[src/rtl/bpm_pkg.sv]
package bpm_pkg;

    // Letter index width, a = 0 through z = 25
    localparam int LETTER_W = 5;

    // Stream word widths
    localparam int IN_DATA_W  = 8;
    localparam int IN_USER_W  = 1;
    localparam int OUT_DATA_W = 8;

    // Word kind carried in tuser
    typedef enum logic
    {
        OP_PATTERN = 1'b0,
        OP_WORD    = 1'b1
    } op_t;

    typedef logic [LETTER_W-1:0] letter_t;

endpackage

[src/rtl/bijective_pattern_matcher.sv]
// Channel   | Dir | tdata (low bit up)          | tuser      | tlast
// ----------+-----+-----------------------------+------------+----------------------
// s_axis    | in  | letter[4:0], zeros [7:5]    | op[0]      | last letter of run
// m_axis    | out | matched[0], zeros [7:1]     | -          | -
//
// One input word per cycle sustained; a stalled result blocks only when a second
// result reaches the check stage behind it.
// A word's last letter, when accepted, loads the check stage and the pattern memory
// read register; the map check then loads the output register once that register
// has room, and the result is offered on m_axis from there.
// Reset (rst_n low, asynchronous) empties the pattern, the word state, both map
// valid vectors and both pipeline stages; pattern and map payloads are not cleared.
// s_axis_tready drops only while a result sits in the check stage and the output
// register is full and not being taken.
module bijective_pattern_matcher #(
    parameter int MAX_LEN  = 32,
    parameter int ALPHABET = 26
) (
    input  logic                               clk,
    input  logic                               rst_n,
    input  logic                               s_axis_tvalid,
    output logic                               s_axis_tready,
    // [4:0] letter, [7:5] zero
    input  logic [bpm_pkg::IN_DATA_W-1:0]      s_axis_tdata,
    input  logic                               s_axis_tlast,
    // [0] op
    input  logic [bpm_pkg::IN_USER_W-1:0]      s_axis_tuser,
    output logic                               m_axis_tvalid,
    input  logic                               m_axis_tready,
    // [0] matched, [7:1] zero
    output logic [bpm_pkg::OUT_DATA_W-1:0]     m_axis_tdata
);

    import bpm_pkg::*;

    // Pattern length counts 0..MAX_LEN, word position saturates at MAX_LEN + 1
    localparam int LW = $clog2(MAX_LEN + 1);
    localparam int CW = $clog2(MAX_LEN + 2);
    localparam int PW = (MAX_LEN > 1) ? $clog2(MAX_LEN) : 1;
    localparam int AW = $clog2(ALPHABET);

    localparam logic [LW-1:0]       MAX_LEN_L = LW'(MAX_LEN);
    localparam logic [CW-1:0]       MAX_LEN_C = CW'(MAX_LEN);
    localparam logic [LETTER_W-1:0] ALPHA_L   = LETTER_W'(ALPHABET);

    // ------------------------------------------------------------------
    // Input decode
    // ------------------------------------------------------------------
    op_t     in_op;
    letter_t in_letter;
    logic    in_fire;
    logic    pat_fire;
    logic    word_fire;

    assign in_op     = op_t'(s_axis_tuser[0]);
    assign in_letter = s_axis_tdata[LETTER_W-1:0];
    assign in_fire   = s_axis_tvalid && s_axis_tready;
    assign pat_fire  = in_fire && (in_op == OP_PATTERN);
    assign word_fire = in_fire && (in_op == OP_WORD);

    // ------------------------------------------------------------------
    // Pattern store and word position (first stage)
    // ------------------------------------------------------------------
    letter_t          pat_mem [MAX_LEN];
    logic [LW-1:0]    pat_len_reg, pat_len_next;
    logic             pat_complete_reg, pat_complete_next;
    logic             pat_ovf_reg, pat_ovf_next;
    logic [CW-1:0]    word_pos_reg, word_pos_next;
    logic [LW-1:0]    len_base;
    logic             pat_room;
    logic [CW-1:0]    len_ext;
    logic             pos_in_mem;

    // A pattern letter after a complete pattern starts a new one
    assign len_base   = pat_complete_reg ? '0 : pat_len_reg;
    assign pat_room   = (len_base < MAX_LEN_L);
    assign len_ext    = CW'(pat_len_reg);
    assign pos_in_mem = (word_pos_reg < MAX_LEN_C);

    always_comb
    begin
        pat_len_next      = pat_len_reg;
        pat_complete_next = pat_complete_reg;
        pat_ovf_next      = pat_ovf_reg;
        word_pos_next     = word_pos_reg;
        if (pat_fire)
        begin
            pat_len_next      = pat_room ? len_base + 1'b1 : len_base;
            pat_ovf_next      = (pat_complete_reg ? 1'b0 : pat_ovf_reg) | ~pat_room;
            pat_complete_next = s_axis_tlast;
            // abandon any partly checked word
            word_pos_next     = '0;
        end
        else if (word_fire)
        begin
            if (s_axis_tlast)
                word_pos_next = '0;
            else if (word_pos_reg <= MAX_LEN_C)
                word_pos_next = word_pos_reg + 1'b1;
        end
    end

    always_ff @(posedge clk or negedge rst_n)
    begin
        if (!rst_n)
        begin
            pat_len_reg      <= '0;
            pat_complete_reg <= 1'b0;
            pat_ovf_reg      <= 1'b0;
            word_pos_reg     <= '0;
        end
        else
        begin
            pat_len_reg      <= pat_len_next;
            pat_complete_reg <= pat_complete_next;
            pat_ovf_reg      <= pat_ovf_next;
            word_pos_reg     <= word_pos_next;
        end
    end

    // Pattern memory: one write port, one registered read port
    letter_t plet_reg;

    always_ff @(posedge clk)
    begin
        if (pat_fire && pat_room)
            pat_mem[len_base[PW-1:0]] <= in_letter;
        if (word_fire && pos_in_mem)
            plet_reg <= pat_mem[word_pos_reg[PW-1:0]];
    end

    // ------------------------------------------------------------------
    // Check stage registers
    // ------------------------------------------------------------------
    logic          st_valid_reg, st_valid_next;
    letter_t       st_letter_reg;
    logic          st_last_reg;
    logic          st_start_reg;
    logic          st_in_range_reg;
    logic          st_final_ok_reg;
    logic          st_adv;
    logic          out_valid_reg, out_valid_next;
    logic          out_matched_reg;
    logic [CW:0]   pos_inc;

    // Word position after this letter, one bit wider so it cannot wrap
    assign pos_inc = {1'b0, word_pos_reg} + 1'b1;

    // Letters without a result always move on; a result needs room at the output
    assign st_adv        = st_valid_reg && (!st_last_reg || !out_valid_reg || m_axis_tready);
    assign s_axis_tready = !st_valid_reg || st_adv;

    always_comb
    begin
        st_valid_next = st_valid_reg;
        if (in_fire)
            st_valid_next = (in_op == OP_WORD);
        else if (st_adv)
            st_valid_next = 1'b0;
    end

    always_ff @(posedge clk or negedge rst_n)
    begin
        if (!rst_n)
            st_valid_reg <= 1'b0;
        else
            st_valid_reg <= st_valid_next;
    end

    always_ff @(posedge clk)
    begin
        if (word_fire)
        begin
            st_letter_reg   <= in_letter;
            st_last_reg     <= s_axis_tlast;
            st_start_reg    <= (word_pos_reg == '0);
            st_in_range_reg <= pat_complete_reg && !pat_ovf_reg &&
                               (word_pos_reg < len_ext) && pos_in_mem;
            st_final_ok_reg <= pat_complete_reg && !pat_ovf_reg &&
                               (pos_inc == (CW+1)'(pat_len_reg));
        end
    end

    // ------------------------------------------------------------------
    // Bijection check (second stage)
    // ------------------------------------------------------------------
    logic [AW-1:0]       fwd_map_reg [ALPHABET];
    logic [AW-1:0]       rev_map_reg [ALPHABET];
    logic [ALPHABET-1:0] fwd_valid_reg, fwd_valid_next;
    logic [ALPHABET-1:0] rev_valid_reg, rev_valid_next;
    logic                failed_reg, failed_next;

    logic          fail_cur;
    logic          both_ok;
    logic [AW-1:0] wi;
    logic [AW-1:0] pi;
    logic          fv;
    logic          rv;
    logic          fresh;
    logic          same;
    logic          pair_ok;
    logic          fail_new;
    logic          do_bind;

    // The first letter of a word sees empty maps and no earlier failure
    assign fail_cur = st_start_reg ? 1'b0 : failed_reg;
    assign both_ok  = (st_letter_reg < ALPHA_L) && (plet_reg < ALPHA_L);
    assign wi       = st_letter_reg[AW-1:0];
    assign pi       = plet_reg[AW-1:0];
    assign fv       = both_ok && !st_start_reg && fwd_valid_reg[wi];
    assign rv       = both_ok && !st_start_reg && rev_valid_reg[pi];
    assign fresh    = !fv && !rv;
    assign same     = fv && rv && (fwd_map_reg[wi] == pi) && (rev_map_reg[pi] == wi);
    assign pair_ok  = both_ok && (fresh || same);
    assign fail_new = fail_cur || !st_in_range_reg || !pair_ok;
    assign do_bind  = st_adv && !fail_cur && st_in_range_reg && both_ok && fresh;

    always_comb
    begin
        fwd_valid_next = fwd_valid_reg;
        rev_valid_next = rev_valid_reg;
        failed_next    = failed_reg;
        if (st_adv)
        begin
            if (st_start_reg)
            begin
                fwd_valid_next = '0;
                rev_valid_next = '0;
            end
            if (do_bind)
            begin
                fwd_valid_next[wi] = 1'b1;
                rev_valid_next[pi] = 1'b1;
            end
            failed_next = st_last_reg ? 1'b0 : fail_new;
        end
    end

    always_ff @(posedge clk or negedge rst_n)
    begin
        if (!rst_n)
        begin
            fwd_valid_reg <= '0;
            rev_valid_reg <= '0;
            failed_reg    <= 1'b0;
        end
        else
        begin
            fwd_valid_reg <= fwd_valid_next;
            rev_valid_reg <= rev_valid_next;
            failed_reg    <= failed_next;
        end
    end

    // Record a new letter pair in both directions
    always_ff @(posedge clk)
    begin
        if (do_bind)
        begin
            fwd_map_reg[wi] <= pi;
            rev_map_reg[pi] <= wi;
        end
    end

    // ------------------------------------------------------------------
    // Output register
    // ------------------------------------------------------------------
    always_comb
    begin
        out_valid_next = out_valid_reg;
        if (st_adv && st_last_reg)
            out_valid_next = 1'b1;
        else if (m_axis_tready)
            out_valid_next = 1'b0;
    end

    always_ff @(posedge clk or negedge rst_n)
    begin
        if (!rst_n)
            out_valid_reg <= 1'b0;
        else
            out_valid_reg <= out_valid_next;
    end

    always_ff @(posedge clk)
    begin
        if (st_adv && st_last_reg)
            out_matched_reg <= !fail_new && st_final_ok_reg;
    end

    assign m_axis_tvalid = out_valid_reg;
    assign m_axis_tdata  = {{(OUT_DATA_W-1){1'b0}}, out_matched_reg};

endmodule

[config.mk]
export PLATFORM = sky130hd
export DESIGN_NAME = bijective_pattern_matcher
export DESIGN_NICKNAME = d
export VERILOG_FILES = /design/src/rtl/bpm_pkg.sv /design/src/rtl/bijective_pattern_matcher.sv
export SDC_FILE = /design/constraint.sdc
export NUM_CORES = 1
export LEC_CHECK = 0
export BUFFER_PORTS_ARGS = -buffer_cell sky130_fd_sc_hd__buf_2
export CAP_MARGIN = 20
export CORE_MARGIN = 3
export CORE_UTILIZATION = 63
export DETAILED_ROUTE_END_ITERATION = 16
export PLACE_DENSITY = 0.77
export SLEW_MARGIN = 20
export SYNTH_ARGS = -nofsm -noshare
export SYNTH_HDL_FRONTEND = slang
export SYNTH_SLANG_ARGS = --single-unit
export TNS_END_PERCENT = 1
[constraint.sdc]
create_clock -name clk -period 3.8 [get_ports clk]
set_input_delay 0.19 -clock clk [delete_from_list [all_inputs] [get_ports clk]]
set_output_delay 0.19 -clock clk [all_outputs]
set_load 0.03 [all_outputs]
# Word level (Yosys, flattened, before mapping)
# Memories as Yosys holds them, arrays and structs flattened. A register that Yosys moved wholly into a read port is not among the register bits.
# Cells that the tools add are included.
totals:
  reg_bits: 79
  latch_bits: 0
  ram_bits: 420
  mem_bits_ro: 0
  input_bits: 14
  memories: 3
classes:
  addsub: 3
  n_mul: 0
  div_mod_pow: 0
  order_cmp: 10
  eq_ne: 3
  shift: 0
  mux: 32
  bitwise: 5
  n_reduce_logical: 50
mem_list:
  columns: ["name", "depth", "width", "read_ports", "rd_ports_with_merged_regs", "wr", "line", "source"]
  rows:
  - ["pat_mem", 32, 5, 1, 1, 1, "bijective_pattern_matcher.sv:64", "letter_t pat_mem [MAX_LEN];"]
  - ["fwd_map_reg", 26, 5, 1, 1, 1, "bijective_pattern_matcher.sv:187", "logic [AW-1:0] fwd_map_reg [ALPHABET];"]
  - ["rev_map_reg", 26, 5, 1, 0, 1, "bijective_pattern_matcher.sv:188", "logic [AW-1:0] rev_map_reg [ALPHABET];"]
ops:
  columns: ["operator", "count"]
  rows:
  - ["$mux W26", 6]
  - ["$or A26 B26 Y26", 2]
  - ["$mux W6", 6]
  - ["$logic_and A1 B1 Y1", 27]
  - ["$mux W1", 15]
  - ["$add A6 B1 Y6 const B", 2]
  - ["$lt A5 B6 Y1 const B", 2]
  - ["$lt A6 B6 Y1 const B", 2]
  - ["$logic_not A1 Y1", 11]
  - ["$bmux W1 S5", 2]
  - ["$demux W1 S5", 2]
  - ["$eq A5 B5 Y1", 2]
  - ["$ge A5 B1 Y1 const B", 2]
  - ["$lt A5 B5 Y1 const B", 2]
  - ["$add A6 B1 Y7 const B", 1]
  - ["$eq A7 B6 Y1", 1]
  - ["$le A6 B6 Y1 const B", 1]
  - ["$logic_not A6 Y1", 1]
  - ["$logic_or A1 B1 Y1", 6]
  - ["$lt A6 B6 Y1", 1]
  - ["$reduce_bool A2 Y1", 3]
  - ["$mux W5", 1]
  - ["$reduce_bool A3 Y1", 1]
  - ["$not A1 Y1", 2]
  - ["2 further kinds", 2]

# Logic depth before layout (Yosys ltp)
# Gate-level depths: netlist of run 1.
depth:
  ltp_word: 13
  mapped_depth: 13
  mapped_depth_nobuf: 8

# Worst setup path after synthesis of run 1
# Ideal clock, no wire load.
synth_path:
  kind: "flip-flop to flip-flop"
  start: "reg st_letter_reg[0]"
  end: "mem fwd_map_reg[18][0] (netlist name), enable pin"
  t_arrival_ns: 3.043
  t_required_ns: 3.425
  setup_slack_ns: 0.382
  stages_incl_launch_ff: 11
  n_path_buf: 2
  path_cell_list: "edfxtp_1 > buf_6 > mux4_2 > mux2i_1 > nor3_1 > and4b_1 > a31oi_1 > nor2_2 > buf_2 > nand2_1 > nor3b_1"
synth_between:
  elab_chain_len: 9
  elab_cells_between_ends: 14
  classes_between: "1 x order compare; 4 x mux; 9 x reduce/logical"
synth_rtl:
  columns: ["item", "line", "source"]
  rows:
  - ["start: declaration", "bijective_pattern_matcher.sv:136", "letter_t st_letter_reg;"]
  - ["start signal: assignment", "bijective_pattern_matcher.sv:174", "st_letter_reg <= in_letter;"]
  - ["parallel branches: the longest is 9 deep, another holds $bmux W1 S5", null, null]
  - ["end: declaration", "bijective_pattern_matcher.sv:187", null]
# Several ways; the timed one is not identified. The select of a mux whose other input is x is not followed.

# Final worst setup path of run 1
layout_path:
  start: "reg st_letter_reg[0]"
  end: "mem rev_map_reg[6][1] (netlist name), enable pin"
layout_between:
  elab_chain_len: 9
  elab_cells_between_ends: 14
  classes_between: "1 x order compare; 4 x mux; 9 x reduce/logical"
layout_rtl:
  columns: ["item", "line", "source"]
  rows:
  - ["parallel branches: the longest is 6 deep, another holds $bmux W1 S5", null, null]
  - ["$logic_and A1 B1 Y1 *", "bijective_pattern_matcher.sv:216", "assign do_bind = st_adv && !fail_cur && st_in_range_reg && both_ok && fresh;"]
  - ["$mux W1 *", "bijective_pattern_matcher.sv:258", "if (do_bind)"]
  - ["$mux W1 (implied by the code) *", "bijective_pattern_matcher.sv:261", "rev_map_reg[pi] <= wi;"]
  - ["end: declaration", "bijective_pattern_matcher.sv:188", null]
# Mark *: on every way between the ends. The select of a mux whose other input is x is not followed.

==> out/metrics.cfg, run 1 <==
[layout]
synthToLayoutAreaGrowth_pct = 11.8
diodes = 0
largest_reg_flops = 160
fillers = 2007
final_core_util = 0.719
layout.nets = 1320
drive_above_1_share = 0.234

[yosys]
yosysTopAreaCell = edfxtp_1
synth-seq-cells = 509
synth_cell_type_count = 69
seq_area_frac_synth = 0.706
synth-edff-count = 435
synth_top_flop_cell = edfxtp_1
netlist_area_um2 = 21100
synthCells = 1214
yosys_warnings = 0
synth_top_area_frac = 0.619
synth.area.top_cells = edfxtp_1 62%, mux4_2 12%, dfrtp_1 8.2%, mux2i_1 2.4%, nor2_1 1.4%
syn_avg_cell_area_um2 = 17.4
synthArstFlopShare = 0.136

[sta]
setup_tns_ns = 0
period_share = 0.946
hold_viol = 0
worst_slew_margin_rel = 0.364
worst_pin_slew_ns = 0.939
layout_min_cycle_time_ns = 3.59
final_max_slew_viol_count = 0
setup_ws_ns = 0.206
rsz0062_at_grt = no
timing.fmax_ghz = 0.278
clock_skew_ns = 0.0155
finalSetupViolations = 0
hold_slack_ns = 0.133

[routing]
vias = 11500
drt_iter0_drc = 1321
wire_per_inst_um = 25.7
first_pass_iters = 7
post-route-drc-count = 0
post_drt_via_cell_ratio = 6.52
final_antenna_net_count = 0
wl_mm = 45.5

[grt]
grt_usage = 0.263
top_usage_layer = met2
grt_pass1_vias = 11900
met1_usage = 0.383
antenna_found_initial = 0
grt_max_degree = 70
grt-ovfl-total = 0
grtUsageMet3 = 0.0430
grt_first_pass_wirelength_mm = 71.2
met2_usage = 0.429

[outcome]
status = complete, no violations

[clocking]
root_buffer = clkbuf_16
clk_path_buf_depth = 3
tritoncts = done
clkSlewWorstSetupHoldPaths_ns = 0.06
cts_made_buffers = 49
clkLatencyLatePin_ns = 0.57
clock_sinks = 509
htree_num_levels = 2

[critical_path]
critPathArrivalTime_ns = 3.81
required_ns = 4.01
crit_path_start_kind = register
crit_type = reg2reg
reg2reg_slack_ns = 0.21
critical_path.max_fanout = 19
endpoint_kind = register

[floorplan]
floorplan.initialDensity = 0.643
die_height_um = 189
io-pin-count = 24
die-area_um2 = 35700
core_area_um2 = 32800
die_w_um = 189
rows = 66

[pwr]
power.leakage_nw = 8.27
power_frac_clock = 0.392
internal-power_w = 0.00921
switchingPower_w = 0.00264
max-vdd-ir-drop_mv = 0.521
powerDensity_nw_per_um2 = 503
comb_power_share = 0.081
seqPwrFrac = 0.527
switching_share = 0.223

[place]
place_ws_ns = 0.142
dp_hpwl_mm = 28.5
io_buffers = 13
gp_congestion = 0.911

[job]
drv_cap = 0

[worst_hold_path]
hold_path_class = in2reg

==> layout by cell type, fill, tap and decap left out, types with 4 or more instances in the layout <==
cell type,synthesis,final
clkinv_1,2,11
conb_1,1,7
nor3_1,36,36
dfrtp_1,69,68
nor2b_1,15,15
a21o_1,26,26
xnor2_1,14,14
edfxtp_1,435,435
and3_1,10,10
a31oi_1,7,7
ha_1,12,12
a22o_1,4,4
buf_2,14,12
mux4_2,109,109
nor2_1,76,74
mux2i_1,51,51
nand3_1,14,13
a21oi_1,14,14
clkinv_2,0,8
mux2_2,16,16
nor4_1,9,9
o21ai_0,25,25
a32o_1,14,14
nand2b_1,6,6
or2_2,5,5
a211oi_1,6,6
or3_1,5,5
o22ai_1,7,7
clkbuf_1,41,13
clkbuf_16,0,50
xor2_1,8,8
buf_4,12,87
nand2_1,55,55
inv_1,16,16
o21ai_2,5,5
==> through the flow <==
step                      instances  total power [W]  instance area, um^2
after CTS                      1767           0.0119                23500
final                          1772           0.0119                23600
after floorplan                1220          0.00698                21100
after global placement         1678          0.00726                22000
after detailed placement       1678          0.00730                22000
after global routing           1772           0.0122                23600
==> worst max-delay path: stages, from the launching register on <==
cell and delay (ns):
edfxtp_1 0.60, buf_4 0.34, mux2i_1 0.25, o22ai_1 0.12
o21ai_0 0.17, and4b_1 0.28, a31oi_1 0.16, or3_1 0.38
or2_1 0.48, nor2_1 0.46
==> power groups by stage <==
stage / Clock, W / Combinational, W / Sequential (W)
2_1_floorplan: 0 / 0.000668 / 0.00631
3_3_place_gp: 0 / 0.000902 / 0.00636
3_5_place_dp: 0 / 0.000933 / 0.00637
4_1_cts: 0.00469 / 0.000949 / 0.00625
5_1_grt: 0.00493 / 0.00103 / 0.00626
6_report: 0.00465 / 0.000960 / 0.00625
==> Yosys cell counts (all sizes together), types with 4 or more instances <==
cell type	n
a211oi	6
a21o	26
a21oi	14
a22o	4
a31oi	7
a32o	14
and3	10
buf	39
clkbuf	41
dfrtp	69
dfxtp	5
edfxtp	435
ha	12
inv	17
mux2	16
mux2i	51
mux4	109
nand2	55
nand2b	6
nand3	15
nor2	77
nor2b	15
nor3	36
nor4	9
o21ai	30
o22ai	7
o311ai	4
or2	8
or3	5
xnor2	14
xor2	8
==> path summary, 6_finish.rpt <==
check | from | to | cells after the start
hold reg to reg | fwd_valid_reg[23]$_DFFE_PN0P_ | fwd_valid_reg[23]$_DFFE_PN0P_ | 1
hold / removal | m_axis_tready | st_valid_reg$_DFFE_PN0P_ | 4
setup / recovery | st_letter_reg[0]$_DFFE_PP_ | rev_map_reg[6][1]$_DFFE_PP_ | 9
max in group asynchronous | rst_n | word_pos_reg[0]$_DFFE_PN0P_ | 2
min in group asynchronous | rst_n | len_ext[1]$_DFFE_PN0P_ | 2
setup reg to reg | st_letter_reg[0]$_DFFE_PP_ | rev_map_reg[6][1]$_DFFE_PP_ | 9
==> area by class of cell <==
| class | instances | area, um^2 | area share |
|---|---|---|---|
| flip-flops and latches | 509 | 14900 | 0.632 |
| multi-input cells | 612 | 5770 | 0.245 |
| clock buffers | 66 | 1340 | 0.0569 |
| repair buffers | 103 | 773 | 0.0328 |
| well taps | 442 | 553 | 0.0235 |
| clock inverters | 21 | 180 | 0.00764 |
| inverters | 19 | 71.3 | 0.00302 |
==> cells by family (layout without fill, tap and decap cells) <==
group,count (synthesis),in the layout,synth area share
flip-flops,509,509,0.706
AND/OR/NAND/NOR,257,257,0.0593
multiplexers,176,176,0.149
AO/OA/AOI/OAI,138,138,0.0470
buffers and inverters,99,209,0.0220
XOR/XNOR,22,22,0.00914
adder cells (fa/ha/maj),12,12,0.00712
other,1,7,0.000178
==> repair_timing <==
item	4_1_cts	5_1_grt
endpoints found under the setup margin	0	25
hold endpoints to repair	71	0
hold buffers	2	0
resized for setup	0	2
buffers inserted	0	5
==> routing by layer <==
metal | routed length, um | vias up
li1 | - | 4970
met1 | 18200 | 5957
met2 | 22800 | 550
met3 | 3550 | 72
met4 | 917 | 0
met5 | 0 | -
Power figures use the tool's default switching activity.
==> inputs of run 2 (changes only) <==
==> constraint.sdc (replaced) <==
create_clock -name clk -period 3.75 [get_ports clk]
set_input_delay 0.1875 -clock clk [delete_from_list [all_inputs] [get_ports clk]]
set_output_delay 0.1875 -clock clk [all_outputs]
set_load 0.03 [all_outputs]
==> run 2 against run 1 <==
Net effect:
- first-iteration DRC count grew 14%
- largest power group unchanged
- routed wire length grew 1.3%
- sequential power grew 1%
- flip-flop and latch count is the same
==> out/metrics.cfg, run 2 (same netlist as run 1, synthesis figures left out) <==
[clocking]
root_buffer = clkbuf_16
tritoncts = done
clk_path_buf_depth = 3
clkLatencyLatePin_ns = 0.56
clock_sinks = 509
htree_num_levels = 2
cts_made_buffers = 48
clkSlewWorstSetupHoldPaths_ns = 0.07
post-cts-setup-buffers = 0

[routing]
top_layer_used = met4
met3_length_mm = 3.79
final_antenna_net_count = 0
routedLengthMet1_mm = 18.4
post_drt_via_cell_ratio = 6.56
wire_per_inst_um = 26.0
post-route-drc-count = 0
vias = 11600
drt_iter0_drc = 1503
dr_wl_met2_mm = 22.8
wl_mm = 46.1
first_pass_iters = 6

[sta]
clock_skew_ns = 0.0188
timing.fmax_ghz = 0.286
rsz0062_at_grt = no
worst_slew_margin_rel = 0.347
finalSetupViolations = 0
setup_ws_ns = 0.248
setup_tns_ns = 0
layout_min_cycle_time_ns = 3.50
hold_viol = 0
worst_pin_slew_ns = 0.979
period_share = 0.934
final_max_slew_viol_count = 0

[critical_path]
r2r-start = st_letter_reg[0]$_DFFE_PP_
path_buf_inv = 1
crit_path_start = st_letter_reg[0]$_DFFE_PP_
crit_path_start_kind = register
worstPathCellList = mux4_2 -> mux2i_1 -> nor3_1 -> and4b_1 -> a31oi_1 -> nor2_2 -> nand2_1 -> buf_4 -> nor2_1
endpoint_kind = register
slowest_stage = edfxtp_1
critPathArrivalTime_ns = 3.69
crit_type = reg2reg
r2r-end = rev_map_reg[3][4]$_DFFE_PP_
critPathTopFamily = simple AND/OR/NAND/NOR gates
required_ns = 3.94
rr_worst_depth = 9
slowest_delay_ns = 0.62
critical_path.max_fanout = 9
reg2reg_slack_ns = 0.25

[layout]
final_cell_mix = 435 x edfxtp_1, 109 x mux4_2, 89 x buf_4, 73 x nor2_1, 68 x dfrtp_1
final_core_util = 0.721
largest_reg_flops = 160
layout.nets = 1319
drive_above_1_share = 0.240
synthToLayoutAreaGrowth_pct = 12.1
final_common_cell = edfxtp_1
diodes = 0

[floorplan]
core_area_um2 = 32800
die_w_um = 189
die-area_um2 = 35700
die_height_um = 189
rows = 66
io-pin-count = 24
floorplan.initialDensity = 0.643

[grt]
antenna_found_initial = 1
grt_usage = 0.268
grt-ovfl-total = 0
grt_pass1_vias = 11800
grt_max_degree = 70
grt_first_pass_wirelength_mm = 72.2

[place]
place_ws_ns = 0.178
gp_congestion = 0.867
io_buffers = 13
dp_hpwl_mm = 28.5

[pwr]
power.leakage_nw = 8.30
powerDensity_nw_per_um2 = 516
max-vdd-ir-drop_mv = 0.613

[worst_hold_path]
hold_path.startpoint = s_axis_tuser
hold_path_class = in2reg
min_to = len_ext[4]$_DFFE_PN0P_
min_path_cells = 4

[job]
drv_cap = 0

[outcome]
status = complete, no violations

==> run 2: changes by cell type in the layout (fill, tap and decap cells not counted), sizes merged <==
| cell | change |
|---|---|
| clkinv | +2 |
| clkinvlp | +2 |
| inv | +1 |
| bufinv | +3 |
| clkbuf | -7 |
==> run 2: power by group <==
part           switching [W]  total (W)  internal, W  leakage (nW)
combinational       0.000556   0.000951     0.000395          2.61
clock                0.00203    0.00491      0.00288         0.784
sequential          0.000111    0.00634      0.00623          4.90
==> run 2: final cells by class <==
type / instances / area [um^2]
Inverter: 19 / 71.3
Tap cell: 442 / 553
Sequential cell: 509 / 14900
Fill cell: 1976 / 9150
Timing Repair Buffer: 103 / 748
Multi-Input combinational cell: 612 / 5770
Clock inverter: 29 / 292
Clock buffer: 59 / 1300
==> run 2: metrics by stage <==
| step | instance area (um^2) | power, W | instances | hold WS, ns |
|---|---|---|---|---|
| floorplan | 21100 | 0.00707 | 1220 | -0.108 |
| global placement | 22000 | 0.00736 | 1683 | 0.391 |
| detailed placement | 22000 | 0.00739 | 1683 | 0.372 |
| CTS | 23600 | 0.0123 | 1773 | 0.0858 |
| global route | 23600 | 0.0126 | 1773 | 0.133 |
| finish | 23600 | 0.0122 | 1773 | 0.117 |
==> run 2: how the worst max path moves through the flow <==
stage	cells past startpoint	to	slack, ns
after floorplan	10	fwd_map_reg[18][0]$_DFFE_PP_	0.33
final	9	rev_map_reg[3][4]$_DFFE_PP_	0.25
after detailed placement	9	rev_map_reg[18][3]$_DFFE_PP_	0.18
after CTS	9	rev_map_reg[14][3]$_DFFE_PP_	0.13
after global placement	8	rev_map_reg[6][1]$_DFFE_PP_	0.24
after global routing	10	rev_map_reg[3][4]$_DFFE_PP_	0.02
==> run 2: tightest hold or removal path: stages <==
cell     delay, ns
buf_2         0.14
or2_2         0.17
o21ai_0       0.08
o21ai_0       0.07
==> run 2: repair_timing <==
action	CTS	global route
endpoints found under the hold margin	71	0
gates resized for setup	0	4
hold buffers	2	0
setup endpoints to repair	0	22
==> run 2: routing by layer <==
layer  GRT usage  up-vias
met5           0        -
met4      0.0753        0
met3      0.0468       83
met2       0.426      572
met1       0.393     6008
li1            -     4964
==> inputs of run 3 (changes only) <==
--- a/config.mk
+++ b/config.mk
@@ -6,11 +6,11 @@
 export NUM_CORES = 1
 export LEC_CHECK = 0
 export BUFFER_PORTS_ARGS = -buffer_cell sky130_fd_sc_hd__buf_2
-export CAP_MARGIN = 20
 export CORE_MARGIN = 3
 export CORE_UTILIZATION = 63
 export DETAILED_ROUTE_END_ITERATION = 16
 export PLACE_DENSITY = 0.77
+export REMOVE_ABC_BUFFERS = 1
 export SLEW_MARGIN = 20
 export SYNTH_ARGS = -nofsm -noshare
 export SYNTH_HDL_FRONTEND = slang
==> run 3 against run 2 <==
Net effect:
- combinational power down 1%
- power decreased by 0.57%
- sequential power barely moved
- via count decreased by 2.8%
- highest routed layer unchanged
==> out/metrics.cfg, run 3 (same netlist as run 1, synthesis figures left out) <==
[sta]
worst_slew_margin_rel = 0.331
timing.fmax_ghz = 0.282
layout_min_cycle_time_ns = 3.55
clock_skew_ns = 0.0210
worst_pin_slew_ns = 1.00
final_max_slew_viol_count = 0
rsz0062_at_grt = yes
setup_tns_ns = 0
hold_slack_ns = 0.139
finalSetupViolations = 0
hold_viol = 0
period_share = 0.947

[critical_path]
slowest_delay_ns = 0.67
rr_worst_depth = 10
crit_path_start_kind = register
cp.depth = 10
r2r-end = failed_reg$_DFFE_PN0P_
endpoint_kind = register
worstPathCellList = buf_4 -> buf_4 -> nor2b_1 -> a2111oi_0 -> nor4_1 -> a211o_1 -> xor2_1 -> nor3_1 -> nand4_1 -> a32o_1
slowest_stage = a2111oi_0
path_buf_inv = 2
critical_path.max_fanout = 32
crit_path_frequent_cell = buf_4
critPathArrivalTime_ns = 3.99
crit_path_start = pi[0]$_DFFE_PP_
r2r-start = pi[0]$_DFFE_PP_
crit_end = failed_reg$_DFFE_PN0P_
critPathTopFamily = compound AO/OA/AOI/OAI gates
required_ns = 4.19
reg2reg_slack_ns = 0.20
crit_type = reg2reg

[clocking]
clkSlewWorstSetupHoldPaths_ns = 0.06
clkLatencyLatePin_ns = 0.56
post-cts-setup-buffers = 0
cts_made_buffers = 49
tritoncts = done
clock_sinks = 509
clk_path_buf_depth = 3
root_buffer = clkbuf_16
htree_num_levels = 2

[grt]
grt_usage = 0.250
grt_first_pass_wirelength_mm = 68.2
grt_max_degree = 70
grt-ovfl-total = 0
grt_pass1_vias = 11600
antenna_found_initial = 0

[pwr]
internal-power_w = 0.00947
switching_share = 0.219
power.leakage_nw = 8.24
seqPwrFrac = 0.522
power_w = 0.0121
powerDensity_nw_per_um2 = 515
power_frac_clock = 0.400
comb_power_share = 0.077
max-vdd-ir-drop_mv = 0.403
switchingPower_w = 0.00266

[floorplan]
die_height_um = 189
die_w_um = 189
rows = 66
die-area_um2 = 35700
core_area_um2 = 32800
io-pin-count = 24
floorplan.initialDensity = 0.643

[layout]
synthToLayoutAreaGrowth_pct = 11.7
drive_above_1_share = 0.231
final_cell_mix = 435 x edfxtp_1, 109 x mux4_2, 76 x buf_4, 74 x nor2_1, 67 x dfrtp_1
fillers = 1967
layout.nets = 1308
final_common_cell = edfxtp_1
diodes = 0
largest_reg_flops = 160
register_area_um2 = 14900
multi_input_comb_area_um2 = 5770

[routing]
post_drt_via_cell_ratio = 6.40
met3_length_mm = 2.78
first_pass_iters = 6
drt_iter0_drc = 1231
vias = 11300
post-route-drc-count = 0
routedLengthMet1_mm = 17.9
wl_mm = 43.5
dr_wl_met2_mm = 21.9
final_antenna_net_count = 0
wire_per_inst_um = 24.6
top_layer_used = met4

[outcome]
status = complete, no violations

[worst_hold_path]
hold_path_class = in2reg

[place]
io_buffers = 13
gp_congestion = 0.898
dp_hpwl_mm = 27.6

[job]
drv_cap = 0

[run 3: changes by cell type in the layout (fill, tap and decap cells not counted), sizes merged]
| cell | delta |
|---|---|
| buf | -12 |
| clkbuf | +6 |
| bufinv | -1 |
| clkinv | -1 |
| clkinvlp | -1 |
[run 3: worst min path at each step]
| stage | from | to | slack, ns | depth (start not counted) |
|---|---|---|---|---|
| after floorplan | rst_n | failed_reg$_DFFE_PN0P_ | -0.11 | 0 |
| after global placement | rst_n | len_ext[1]$_DFFE_PN0P_ | 0.38 | 1 |
| after detailed placement | rst_n | rev_valid_reg[8]$_DFFE_PN0P_ | 0.40 | 1 |
| after CTS | s_axis_tuser | len_ext[4]$_DFFE_PN0P_ | 0.13 | 4 |
| after global routing | s_axis_tuser | len_ext[4]$_DFFE_PN0P_ | 0.16 | 4 |
| final | s_axis_tuser | len_ext[4]$_DFFE_PN0P_ | 0.14 | 4 |
[run 3: final cells by class]
cell class | instances | share of cell area
flip-flops and latches | 509 | 0.633
multi-input cells | 612 | 0.245
clock buffers | 65 | 0.0569
repair buffers | 91 | 0.0285
well taps | 442 | 0.0235
clock inverters | 26 | 0.0107
inverters | 19 | 0.00303
[run 3: per-stage QoR]
stage / utilization / cells / setup slack, ns / instance area, um^2
6_report: 0.718 / 1764 / 0.198 / 23500
5_1_grt: 0.718 / 1764 / -0.00375 / 23500
4_1_cts: 0.718 / 1764 / 0.114 / 23500
3_5_place_dp: 0.669 / 1671 / 0.192 / 21900
3_3_place_gp: 0.669 / 1671 / 0.323 / 21900
2_1_floorplan: - / 1140 / -1.59 / 20700
[run 3: what timing repair did]
item,4_1_cts,5_1_grt
setup endpoints to repair,0,5
gates resized for setup,0,2
endpoints found under the hold margin,71,0
hold buffers,2,0
[run 3: worst min-delay path, delay by kind of cell]
kind	cells	cell delay, ns
buffers and inverters	1	0.13
and+or+nand+nor	1	0.17
AOI/OAI and AO/OA	2	0.16
[run 3: power groups by stage]
stage | clock, W | sequential [W] | combinational, W
4_1_cts | 0.00492 | 0.00633 | 0.000940
6_report | 0.00486 | 0.00634 | 0.000937
3_3_place_gp | 0 | 0.00645 | 0.000904
2_1_floorplan | 0 | 0.00651 | 0.000532
5_1_grt | 0.00515 | 0.00634 | 0.00101
3_5_place_dp | 0 | 0.00645 | 0.000924
[run 3: routing by layer]
metal | global-route usage | vias up
li1 | - | 4944
met1 | 0.363 | 5811
met2 | 0.409 | 460
met3 | 0.0365 | 81
met4 | 0.0633 | 0
met5 | 0 | -
